[config.mk]
export PLATFORM = sky130hd
export DESIGN_NAME = display_packet_decoder
export DESIGN_NICKNAME = d
export VERILOG_FILES = /design/src/rtl/dpd_pkg.sv /design/src/rtl/dpd_front.sv /design/src/rtl/dpd_queue.sv /design/src/rtl/dpd_back.sv /design/src/rtl/display_packet_decoder.sv
export SDC_FILE = /design/constraint.sdc
export NUM_CORES = 1
export LEC_CHECK = 0
export ABC_AREA = 1
export ABC_CLOCK_PERIOD_IN_PS = 6500
export BUFFER_PORTS_ARGS = -buffer_cell sky130_fd_sc_hd__buf_2
export CORE_UTILIZATION = 35
export DETAILED_ROUTE_END_ITERATION = 7
export PLACE_DENSITY = 0.56
export SKIP_LAST_GASP = 1
export SLEW_MARGIN = 30
export SYNTH_ARGS = -nofsm -noshare
export SYNTH_HDL_FRONTEND = slang
export SYNTH_HIERARCHICAL = 1
export SYNTH_SLANG_ARGS = --single-unit
[constraint.sdc]
create_clock -name clk -period 6.5 [get_ports clk]
set_clock_uncertainty 0.05 [all_clocks]
set_input_delay 1.3 -clock clk [delete_from_list [all_inputs] [get_ports clk]]
set_output_delay 1.3 -clock clk [all_outputs]
set_load 0.01 [all_outputs]
[src/rtl/dpd_pkg.sv]
// dpd_pkg: types, constants and lookup functions for the display packet decoder
// used by dpd_front, dpd_queue, dpd_back and display_packet_decoder
`default_nettype none

package dpd_pkg;

  localparam int CapBytes = 13;
  localparam int CapIdxW  = $clog2(CapBytes);

  localparam logic [7:0] StartByte = 8'hAA;
  localparam logic [7:0] EndByte   = 8'hAB;

  localparam logic [7:0] IdAck01   = 8'h01;
  localparam logic [7:0] IdVersion = 8'h02;
  localparam logic [7:0] IdAck12   = 8'h12;
  localparam logic [7:0] IdAck13   = 8'h13;
  localparam logic [7:0] IdDisplay = 8'h31;
  localparam logic [7:0] IdDispOff = 8'h32;
  localparam logic [7:0] IdDispOn  = 8'h33;
  localparam logic [7:0] IdAck34   = 8'h34;
  localparam logic [7:0] IdAck35   = 8'h35;
  localparam logic [7:0] IdAck36   = 8'h36;
  localparam logic [7:0] IdAck39   = 8'h39;
  localparam logic [7:0] IdAck3C   = 8'h3C;
  localparam logic [7:0] IdVolume  = 8'h3D;
  localparam logic [7:0] IdAlert   = 8'h43;

  localparam int FlagMuted    = 0;
  localparam int FlagSoftMute = 1;
  localparam int FlagSystem   = 2;
  localparam int FlagDispOn   = 3;
  localparam int FlagOnKnown  = 4;
  localparam int FlagVolKnown = 5;
  localparam int FlagVerKnown = 6;

  typedef enum logic [2:0] {
    KindReject,
    KindDisplay,
    KindVersion,
    KindVolume,
    KindOffAck,
    KindOnAck,
    KindOtherAck,
    KindAlert
  } kind_t;

  // one classified packet, bytes 5 to 12 as captured
  typedef struct packed {
    kind_t      kind;
    logic       vol_long;
    logic       ver_ok;
    logic       vol_ok;
    logic [7:0] b12;
    logic [7:0] b11;
    logic [7:0] b10;
    logic [7:0] b9;
    logic [7:0] b8;
    logic [7:0] b7;
    logic [7:0] b6;
    logic [7:0] b5;
  } pkt_t;

  typedef struct packed {
    logic full;
    logic empty;
  } q_stat_t;

  function automatic logic [6:0] glyph_of(input logic [6:0] seg);
    logic [6:0] g;
    case (seg)
      7'd6:    g = 7'h31;
      7'd7:    g = 7'h37;
      7'd24:   g = 7'h26;
      7'd28:   g = 7'h75;
      7'd30:   g = 7'h4A;
      7'd56:   g = 7'h4C;
      7'd57:   g = 7'h43;
      7'd62:   g = 7'h55;
      7'd63:   g = 7'h30;
      7'd73:   g = 7'h23;
      7'd79:   g = 7'h33;
      7'd88:   g = 7'h63;
      7'd91:   g = 7'h32;
      7'd94:   g = 7'h64;
      7'd102:  g = 7'h34;
      7'd109:  g = 7'h35;
      7'd111:  g = 7'h39;
      7'd113:  g = 7'h46;
      7'd115:  g = 7'h50;
      7'd119:  g = 7'h41;
      7'd121:  g = 7'h45;
      7'd124:  g = 7'h62;
      7'd125:  g = 7'h36;
      7'd127:  g = 7'h38;
      default: g = 7'h20;
    endcase
    return g;
  endfunction

  function automatic logic [6:0] mode_of(input logic [6:0] seg);
    logic [6:0] m;
    case (seg)
      7'h77:   m = 7'h41;
      7'h39:   m = 7'h43;
      7'h3E:   m = 7'h55;
      7'h18:   m = 7'h6C;
      7'h1C:   m = 7'h75;
      7'h58:   m = 7'h63;
      7'h38:   m = 7'h4C;
      default: m = 7'h00;
    endcase
    return m;
  endfunction

  function automatic logic [2:0] bars_of(input logic [7:0] map);
    logic [2:0] b;
    case (map)
      8'd0:    b = 3'd0;
      8'd1:    b = 3'd1;
      8'd3:    b = 3'd2;
      8'd7:    b = 3'd3;
      8'd15:   b = 3'd4;
      8'd31:   b = 3'd5;
      default: b = 3'd6;
    endcase
    return b;
  endfunction

  function automatic logic is_digit(input logic [7:0] v);
    return (v >= 8'h30) && (v <= 8'h39);
  endfunction

endpackage

`default_nettype wire

[src/rtl/dpd_front.sv]
// dpd_front: byte intake, position count, capture of header bytes and
// end-of-packet framing check and classification; depends on dpd_pkg
`default_nettype none

module dpd_front (
  input  wire logic           clk,
  input  wire logic           rst_n,
  input  wire logic           in_tvalid,
  output logic                in_tready,
  input  wire logic [7:0]     in_tdata,   // [7:0] rx_byte
  input  wire logic           in_tlast,   // packet_end
  input  wire dpd_pkg::q_stat_t q_stat,
  output logic                push,
  output dpd_pkg::pkt_t       push_data
);
  import dpd_pkg::*;

  logic [7:0] pos_r, pos_nxt;
  logic [7:0] cap_r [CapBytes];
  logic       accept;
  logic [7:0] id;
  logic       frame_ok;
  logic       short_ack;
  kind_t      kind;

  assign in_tready = !q_stat.full;
  assign accept    = in_tvalid && in_tready;
  assign push      = accept && in_tlast;
  assign id        = cap_r[3];

  // pos_r is the index of the current byte, so length = pos_r + 1
  assign frame_ok  = (pos_r >= 8'd6) && (cap_r[0] == StartByte) && (in_tdata == EndByte);
  assign short_ack = (id == IdAck01) || (id == IdAck12) || (id == IdAck13) ||
                     (id == IdAck34) || (id == IdAck35) || (id == IdAck36) ||
                     (id == IdAck39);

  always_comb begin
    kind = KindReject;
    if (frame_ok) begin
      if (short_ack) begin
        kind = KindOtherAck;
      end else if (id == IdDispOff) begin
        kind = KindOffAck;
      end else if (id == IdDispOn) begin
        kind = KindOnAck;
      end else if (pos_r >= 8'd7) begin
        case (id)
          IdDisplay: kind = (pos_r >= 8'd13) ? KindDisplay : KindReject;
          IdAlert:   kind = KindAlert;
          IdVersion: kind = KindVersion;
          IdVolume:  kind = KindVolume;
          IdAck3C:   kind = KindOtherAck;
          default:   kind = KindReject;
        endcase
      end
    end
  end

  always_comb begin
    push_data.kind     = kind;
    push_data.vol_long = (pos_r >= 8'd14);
    push_data.vol_ok   = (pos_r >= 8'd9) && (cap_r[4] >= 8'd4);
    push_data.ver_ok   = (pos_r >= 8'd12) && (cap_r[4] >= 8'd7) &&
                         ((cap_r[5] == 8'h76) || (cap_r[5] == 8'h56)) &&
                         is_digit(cap_r[6]) && (cap_r[7] == 8'h2E) &&
                         is_digit(cap_r[8]) && is_digit(cap_r[9]) &&
                         is_digit(cap_r[10]) && is_digit(cap_r[11]);
    push_data.b5       = cap_r[5];
    push_data.b6       = cap_r[6];
    push_data.b7       = cap_r[7];
    push_data.b8       = cap_r[8];
    push_data.b9       = cap_r[9];
    push_data.b10      = cap_r[10];
    push_data.b11      = cap_r[11];
    push_data.b12      = cap_r[12];
  end

  always_comb begin
    pos_nxt = pos_r;
    if (accept) begin
      if (in_tlast) begin
        pos_nxt = 8'd0;
      end else if (pos_r != 8'hFF) begin
        pos_nxt = pos_r + 8'd1;
      end
    end
  end

  always_ff @(posedge clk) begin
    if (!rst_n) begin
      pos_r <= 8'd0;
    end else begin
      pos_r <= pos_nxt;
    end
  end

  always_ff @(posedge clk) begin
    if (accept && (pos_r < 8'(CapBytes))) begin
      cap_r[pos_r[CapIdxW-1:0]] <= in_tdata;
    end
  end

endmodule

`default_nettype wire

[src/rtl/dpd_queue.sv]
// dpd_queue: two-entry queue of classified packets between front and back
// depends on dpd_pkg
`default_nettype none

module dpd_queue (
  input  wire logic          clk,
  input  wire logic          rst_n,
  input  wire logic          push,
  input  wire dpd_pkg::pkt_t push_data,
  input  wire logic          pop,
  output dpd_pkg::pkt_t      head,
  output dpd_pkg::q_stat_t   q_stat
);
  import dpd_pkg::*;

  pkt_t       mem_r [2];
  logic       wr_ptr_r, wr_ptr_nxt;
  logic       rd_ptr_r, rd_ptr_nxt;
  logic [1:0] cnt_r, cnt_nxt;

  assign head         = mem_r[rd_ptr_r];
  assign q_stat.full  = (cnt_r == 2'd2);
  assign q_stat.empty = (cnt_r == 2'd0);

  always_comb begin
    wr_ptr_nxt = push ? !wr_ptr_r : wr_ptr_r;
    rd_ptr_nxt = pop ? !rd_ptr_r : rd_ptr_r;
    cnt_nxt    = cnt_r;
    if (push && !pop) begin
      cnt_nxt = cnt_r + 2'd1;
    end else if (pop && !push) begin
      cnt_nxt = cnt_r - 2'd1;
    end
  end

  always_ff @(posedge clk) begin
    if (!rst_n) begin
      wr_ptr_r <= 1'b0;
      rd_ptr_r <= 1'b0;
      cnt_r    <= 2'd0;
    end else begin
      wr_ptr_r <= wr_ptr_nxt;
      rd_ptr_r <= rd_ptr_nxt;
      cnt_r    <= cnt_nxt;
    end
  end

  always_ff @(posedge clk) begin
    if (push) begin
      mem_r[wr_ptr_r] <= push_data;
    end
  end

endmodule

`default_nettype wire

[src/rtl/dpd_back.sv]
// dpd_back: applies classified packets to the held display, flag, volume and
// version state and registers one result per packet; depends on dpd_pkg
`default_nettype none

module dpd_back (
  input  wire logic            clk,
  input  wire logic            rst_n,
  input  wire logic [3:0]      mute_confirm,
  input  wire dpd_pkg::pkt_t   head,
  input  wire dpd_pkg::q_stat_t q_stat,
  output logic                 pop,
  output logic                 out_tvalid,
  input  wire logic            out_tready,
  output logic [71:0]          out_tdata,  // glyph, dot, mode, bands, arrows, flash,
                                           // bars, flags, volumes, version; zero pad
  output logic [3:0]           out_tuser   // [0] accepted, [3:1] packet_kind
);
  import dpd_pkg::*;

  logic [6:0]  glyph_r, glyph_nxt;
  logic        dot_r, dot_nxt;
  logic [6:0]  mode_r, mode_nxt;
  logic [3:0]  bands_r, bands_nxt;
  logic [2:0]  arrows_r, arrows_nxt;
  logic [7:0]  flash_r, flash_nxt;
  logic [2:0]  bars_r, bars_nxt;
  logic [6:0]  flags_r, flags_nxt;
  logic [7:0]  vol_r, vol_nxt;
  logic [16:0] ver_r, ver_nxt;
  logic [3:0]  run_r, run_nxt;
  logic        out_valid_r, out_valid_nxt;
  logic [71:0] out_data_r;
  logic [3:0]  out_user_r;
  logic        sys;
  logic [16:0] ver_val;

  assign pop        = !q_stat.empty && (!out_valid_r || out_tready);
  assign out_tvalid = out_valid_r;
  assign out_tdata  = out_data_r;
  assign out_tuser  = out_user_r;
  assign sys        = head.b10[2];

  assign ver_val = 17'(head.b6[3:0]) * 17'd10000 + 17'(head.b8[3:0]) * 17'd1000 +
                   17'(head.b9[3:0]) * 17'd100 + 17'(head.b10[3:0]) * 17'd10 +
                   17'(head.b11[3:0]);

  always_comb begin
    glyph_nxt  = glyph_r;
    dot_nxt    = dot_r;
    mode_nxt   = mode_r;
    bands_nxt  = bands_r;
    arrows_nxt = arrows_r;
    flash_nxt  = flash_r;
    bars_nxt   = bars_r;
    flags_nxt  = flags_r;
    vol_nxt    = vol_r;
    ver_nxt    = ver_r;
    run_nxt    = run_r;
    if (pop) begin
      case (head.kind)
        KindDisplay: begin
          glyph_nxt  = glyph_of(head.b5[6:0]);
          dot_nxt    = head.b5[7];
          mode_nxt   = mode_of(head.b5[6:0]);
          bands_nxt  = sys ? head.b8[3:0] : 4'd0;
          arrows_nxt = sys ? head.b8[7:5] : 3'd0;
          flash_nxt  = sys ? (head.b8 & ~head.b9 & 8'hEF) : 8'd0;
          bars_nxt   = bars_of(head.b7);
          if (head.b8[4]) begin
            run_nxt = (run_r < mute_confirm) ? run_r + 4'd1 : run_r;
          end else begin
            run_nxt = 4'd0;
          end
          flags_nxt[FlagMuted]    = (run_nxt >= mute_confirm);
          flags_nxt[FlagSoftMute] = head.b10[0];
          flags_nxt[FlagSystem]   = sys;
          if (head.vol_long) begin
            vol_nxt                 = head.b12;
            flags_nxt[FlagVolKnown] = 1'b1;
          end
        end
        KindVersion: begin
          if (head.ver_ok) begin
            ver_nxt                 = ver_val;
            flags_nxt[FlagVerKnown] = 1'b1;
          end
        end
        KindVolume: begin
          if (head.vol_ok) begin
            vol_nxt                 = {head.b5[3:0], head.b6[3:0]};
            flags_nxt[FlagVolKnown] = 1'b1;
          end
        end
        KindOffAck: begin
          flags_nxt[FlagDispOn]  = 1'b0;
          flags_nxt[FlagOnKnown] = 1'b1;
        end
        KindOnAck: begin
          flags_nxt[FlagDispOn]  = 1'b1;
          flags_nxt[FlagOnKnown] = 1'b1;
        end
        default: begin
        end
      endcase
    end
  end

  always_comb begin
    out_valid_nxt = out_valid_r;
    if (pop) begin
      out_valid_nxt = 1'b1;
    end else if (out_tready) begin
      out_valid_nxt = 1'b0;
    end
  end

  always_ff @(posedge clk) begin
    if (!rst_n) begin
      glyph_r     <= '0;
      dot_r       <= 1'b0;
      mode_r      <= '0;
      bands_r     <= '0;
      arrows_r    <= '0;
      flash_r     <= '0;
      bars_r      <= '0;
      flags_r     <= '0;
      vol_r       <= '0;
      ver_r       <= '0;
      run_r       <= '0;
      out_valid_r <= 1'b0;
    end else begin
      glyph_r     <= glyph_nxt;
      dot_r       <= dot_nxt;
      mode_r      <= mode_nxt;
      bands_r     <= bands_nxt;
      arrows_r    <= arrows_nxt;
      flash_r     <= flash_nxt;
      bars_r      <= bars_nxt;
      flags_r     <= flags_nxt;
      vol_r       <= vol_nxt;
      ver_r       <= ver_nxt;
      run_r       <= run_nxt;
      out_valid_r <= out_valid_nxt;
    end
  end

  always_ff @(posedge clk) begin
    if (pop) begin
      out_user_r <= {head.kind, head.kind != KindReject};
      out_data_r <= {7'd0, ver_nxt, vol_nxt, flags_nxt, bars_nxt, flash_nxt,
                     arrows_nxt, bands_nxt, mode_nxt, dot_nxt, glyph_nxt};
    end
  end

endmodule

`default_nettype wire

[src/rtl/display_packet_decoder.sv]
// display_packet_decoder: top level, configuration register and assertions
// depends on dpd_pkg, dpd_front, dpd_queue and dpd_back
`default_nettype none

// Takes one packet byte per cycle while in_tready is high, with tlast on the
// last byte, and gives one result per packet: framing verdict, kind and the
// held display, flag, volume and firmware version state. A front stage counts
// and captures bytes and classifies the packet at its last byte. A two-entry
// packet queue feeds the back stage, which updates the held state and loads
// the output register in the same cycle. Sustained rate is one byte per cycle
// while the output is not stalled. A stalled output first fills the queue and
// then holds off the input until a result is taken. mute_confirm_count sits at
// address 0 of the register port; the user must write it only while the block
// is idle, and the block itself does not enforce this.
module display_packet_decoder (
  input  wire logic        clk,
  input  wire logic        rst_n,
  input  wire logic        in_tvalid,
  output logic             in_tready,
  input  wire logic [7:0]  in_tdata,   // [7:0] rx_byte
  input  wire logic        in_tlast,   // packet_end
  output logic             out_tvalid,
  input  wire logic        out_tready,
  output logic [71:0]      out_tdata,  // [6:0] bogey_glyph, [7] bogey_dot,
                                       // [14:8] mode_glyph, [18:15] active_bands,
                                       // [21:19] arrows, [29:22] flash_bits,
                                       // [32:30] signal_bars, [39:33] status_flags,
                                       // [47:40] volumes, [64:48] firmware_version
  output logic [3:0]       out_tuser,  // [0] accepted, [3:1] packet_kind
  input  wire logic        cfg_psel,
  input  wire logic        cfg_penable,
  input  wire logic        cfg_pwrite,
  input  wire logic [2:0]  cfg_paddr,
  input  wire logic [31:0] cfg_pwdata,
  output logic [31:0]      cfg_prdata,
  output logic             cfg_pready
);
  import dpd_pkg::*;

  logic       push;
  pkt_t       push_data;
  logic       pop;
  pkt_t       head;
  q_stat_t    q_stat;
  logic [3:0] mute_cfg_r, mute_cfg_nxt;
  logic       cfg_wr;

  assign cfg_pready = 1'b1;
  assign cfg_wr     = cfg_psel && cfg_penable && cfg_pwrite && cfg_pready;
  assign cfg_prdata = (cfg_paddr[2] == 1'b0) ? {28'd0, mute_cfg_r} : 32'd0;

  always_comb begin
    mute_cfg_nxt = mute_cfg_r;
    if (cfg_wr && (cfg_paddr[2] == 1'b0)) begin
      mute_cfg_nxt = cfg_pwdata[3:0];
    end
  end

  always_ff @(posedge clk) begin
    if (!rst_n) begin
      mute_cfg_r <= 4'd2;
    end else begin
      mute_cfg_r <= mute_cfg_nxt;
    end
  end

  dpd_front u_front (
    .clk       (clk),
    .rst_n     (rst_n),
    .in_tvalid (in_tvalid),
    .in_tready (in_tready),
    .in_tdata  (in_tdata),
    .in_tlast  (in_tlast),
    .q_stat    (q_stat),
    .push      (push),
    .push_data (push_data)
  );

  dpd_queue u_queue (
    .clk       (clk),
    .rst_n     (rst_n),
    .push      (push),
    .push_data (push_data),
    .pop       (pop),
    .head      (head),
    .q_stat    (q_stat)
  );

  dpd_back u_back (
    .clk          (clk),
    .rst_n        (rst_n),
    .mute_confirm (mute_cfg_r),
    .head         (head),
    .q_stat       (q_stat),
    .pop          (pop),
    .out_tvalid   (out_tvalid),
    .out_tready   (out_tready),
    .out_tdata    (out_tdata),
    .out_tuser    (out_tuser)
  );

  // queue never written when full
  assert property (@(posedge clk) disable iff (!rst_n) push |-> !q_stat.full)
    else $error("packet queue overflow");

  // queue never read when empty
  assert property (@(posedge clk) disable iff (!rst_n) pop |-> !q_stat.empty)
    else $error("packet queue underflow");

  // accepted flag agrees with packet kind
  assert property (@(posedge clk) disable iff (!rst_n)
    out_tvalid |-> (out_tuser[0] == (out_tuser[3:1] != 3'd0)))
    else $error("accepted flag and kind disagree");

  // a recorded version always carries its known flag
  assert property (@(posedge clk) disable iff (!rst_n)
    (out_tvalid && (out_tdata[64:48] != 17'd0)) |-> out_tdata[33 + FlagVerKnown])
    else $error("version without known flag");

endmodule

`default_nettype wire
==> run_results.csv <==
group,metric,value,unit
status,outcome,"complete, no violations",
critical_path,path_class,"reg -> reg",
finish,nets,1903,
clock_tree,post_cts_buffers,0,
grt,antenna_found_initial,0,
floorplanning,die-area,50800,um2
floorplanning,die_x,225,um
sta,fin_crit_sh,82.0,%
floorplanning,die_h,225,um
critical_path,crit_required,6.74,ns
sta,rsz0062_at_grt,"no",
routing,avgRoutedWirePerCell,14.3,um
run,maxCapViolations,0,
grt,gr-total-overflow,0,
sta,setup_viol,0,
grt,grt_pass1_vias,10400,
sta,maxSlewViolCount,0,
finish,drive_gt1_share,14.9,%
synth,yosysWarnings,6,
routing,first_pass_iters,4,
clock_tree,clk_latency,0.54,ns
floorplanning,core_area,49100,um2
floorplanning,rows,81,
clock_tree,clkTransAtPathRegs,0.06,ns
critical_path,path_depth,21,
synth,synthesis.area,17500,um2
critical_path,worstPathCellList,"mux2_4, fa_1, inv_1, fa_1, inv_1, ha_1, nand2_1, o21ai_0, a21oi_1, o21ai_0, xor2_1, ha_1, ha_1, ha_1, a21o_1, a21oi_1, nand3_1, nand2_1, nand3_1, nand2_1, inv_1",
sta,finalSetupTns,0,ns
routing,drc,0,
grt,grt_first_pass_wirelength,55000,um
critical_path,worstPathArrival,5.57,ns
clock_tree,cts_root_buf,"clkbuf_16",
clock_tree,holdBufCountCts,0,
placement,dp.cells,2369,
hold_path,hold_path_class,"reg -> reg",
placement,routabilityCongestion,0.865,
sta,tightest_slew,0.914,ns
finish,finalNonFillerCells,2437,
sta,maxSlewHeadroom,38.8,%
finish,utilization,39.9,%
routing,num_vias,10900,
grt,grt_max_degree,63,
clock_tree,numCtsBuffers,38,
critical_path,start_kind,"flop",
critical_path,critPathSlowestCell,"fa_1",
placement,io_buffers,95,
critical_path,crit_path_end_kind,"flop",
synth,synth_area_per_cell,10.7,um2
synth,synthCells,1631,
clock_tree,cts-resized-gates,0,
placement,post-dp-hpwl,24800,um
sta,max_freq,188,MHz
clock_tree,cts_tree,"built",
grt,grt_usage,13.8,%
finish,area_growth,12.1,%
critical_path,max_stage_delay,0.61,ns
critical_path,cp_common_cell,"ha_1",
clock_tree,htreeDepth,2,
critical_path,r2r_cells,21,
critical_path,cp.buffers_inverters,3,
floorplanning,ioPinCount,162,
floorplanning,initial_core_util,35.6,%
routing,drtIter0Drc,633,
routing,routed_via_density,4.47,
clock_tree,clock_sinks,358,
hold_path,holdPathStages,0,
critical_path,cp_max_fo,6,
clock_tree,cts_buffer_depth,3,
routing,totalWireLength,34900,um
critical_path,path_delay_family,"adder cells",
finish,antennaDiodeCount,0,
sta,final-hold-violation-count,0,
sta,period_minus_slack,5.33,ns
routing,ant_nets,0,
## routing by layer
layer	GRT usage [%]	up-vias	share of wire [%]
met2	22.3	180	45
met5	0	-	0
met4	3.91	0	2.1
met1	19.0	5123	49
li1	-	5533	-
met3	2.57	46	3.9
## sequential cells by signal (all words and copies together) (netlist names), 8 cells and up, named ones only
register,flops
u_back/out_tdata,65
u_front/pos_r,8
u_front/cap_r,88
u_back/vol_r,8
u_back/ver_r,17
u_back/flash_r,8
u_queue/mem_r,114
## metrics by stage
step	instance area [um2]	worst slack [ns]	hold WS (ns)
CTS	19600	1.14	0.390
global placement	18400	1.25	0.374
detailed placement	18500	1.19	0.381
floorplan	17600	1.45	0.371
finish	19600	1.17	0.389
global route	19600	0.700	0.398
## path summary, 6_finish.rpt
path / endpoint / slack (ns) / from
max: u_back/out_tdata[63] / 1.17 / flop
min: u_queue/mem_r[1][63] / 0.39 / u_front/cap_r[12][7]
max reg2reg: u_back/out_tdata[63] / 1.17 / flop
min reg2reg: u_queue/mem_r[1][63] / 0.39 / u_front/cap_r[12][7]
## layout by cell type (no fill, tap or decap), drive strengths merged, types with 9 or more instances in the layout
cell type    n
xor2        10
nand2      323
dfxtp       87
or2         17
nor2       173
nand3       72
edfxtp     271
o211ai       9
clkbuf      48
nor3        20
inv        249
mux2        57
xnor2       10
buf        103
o21ai       54
ha          80
fa          27
nand4       19
conb        36
a21oi       60
clkinv      18
## final cells by class
class	instances	area, um2
clock buffers	48	1020
clock inverters	20	100
fillers	4827	29500
inverters	249	941
multi-input cells	995	6270
flip-flops and latches	358	9880
well taps	664	831
repair buffers	103	536
Power is not shown: default switching activity piles up to over one toggle a cycle in this logic, so the estimate is an artifact.
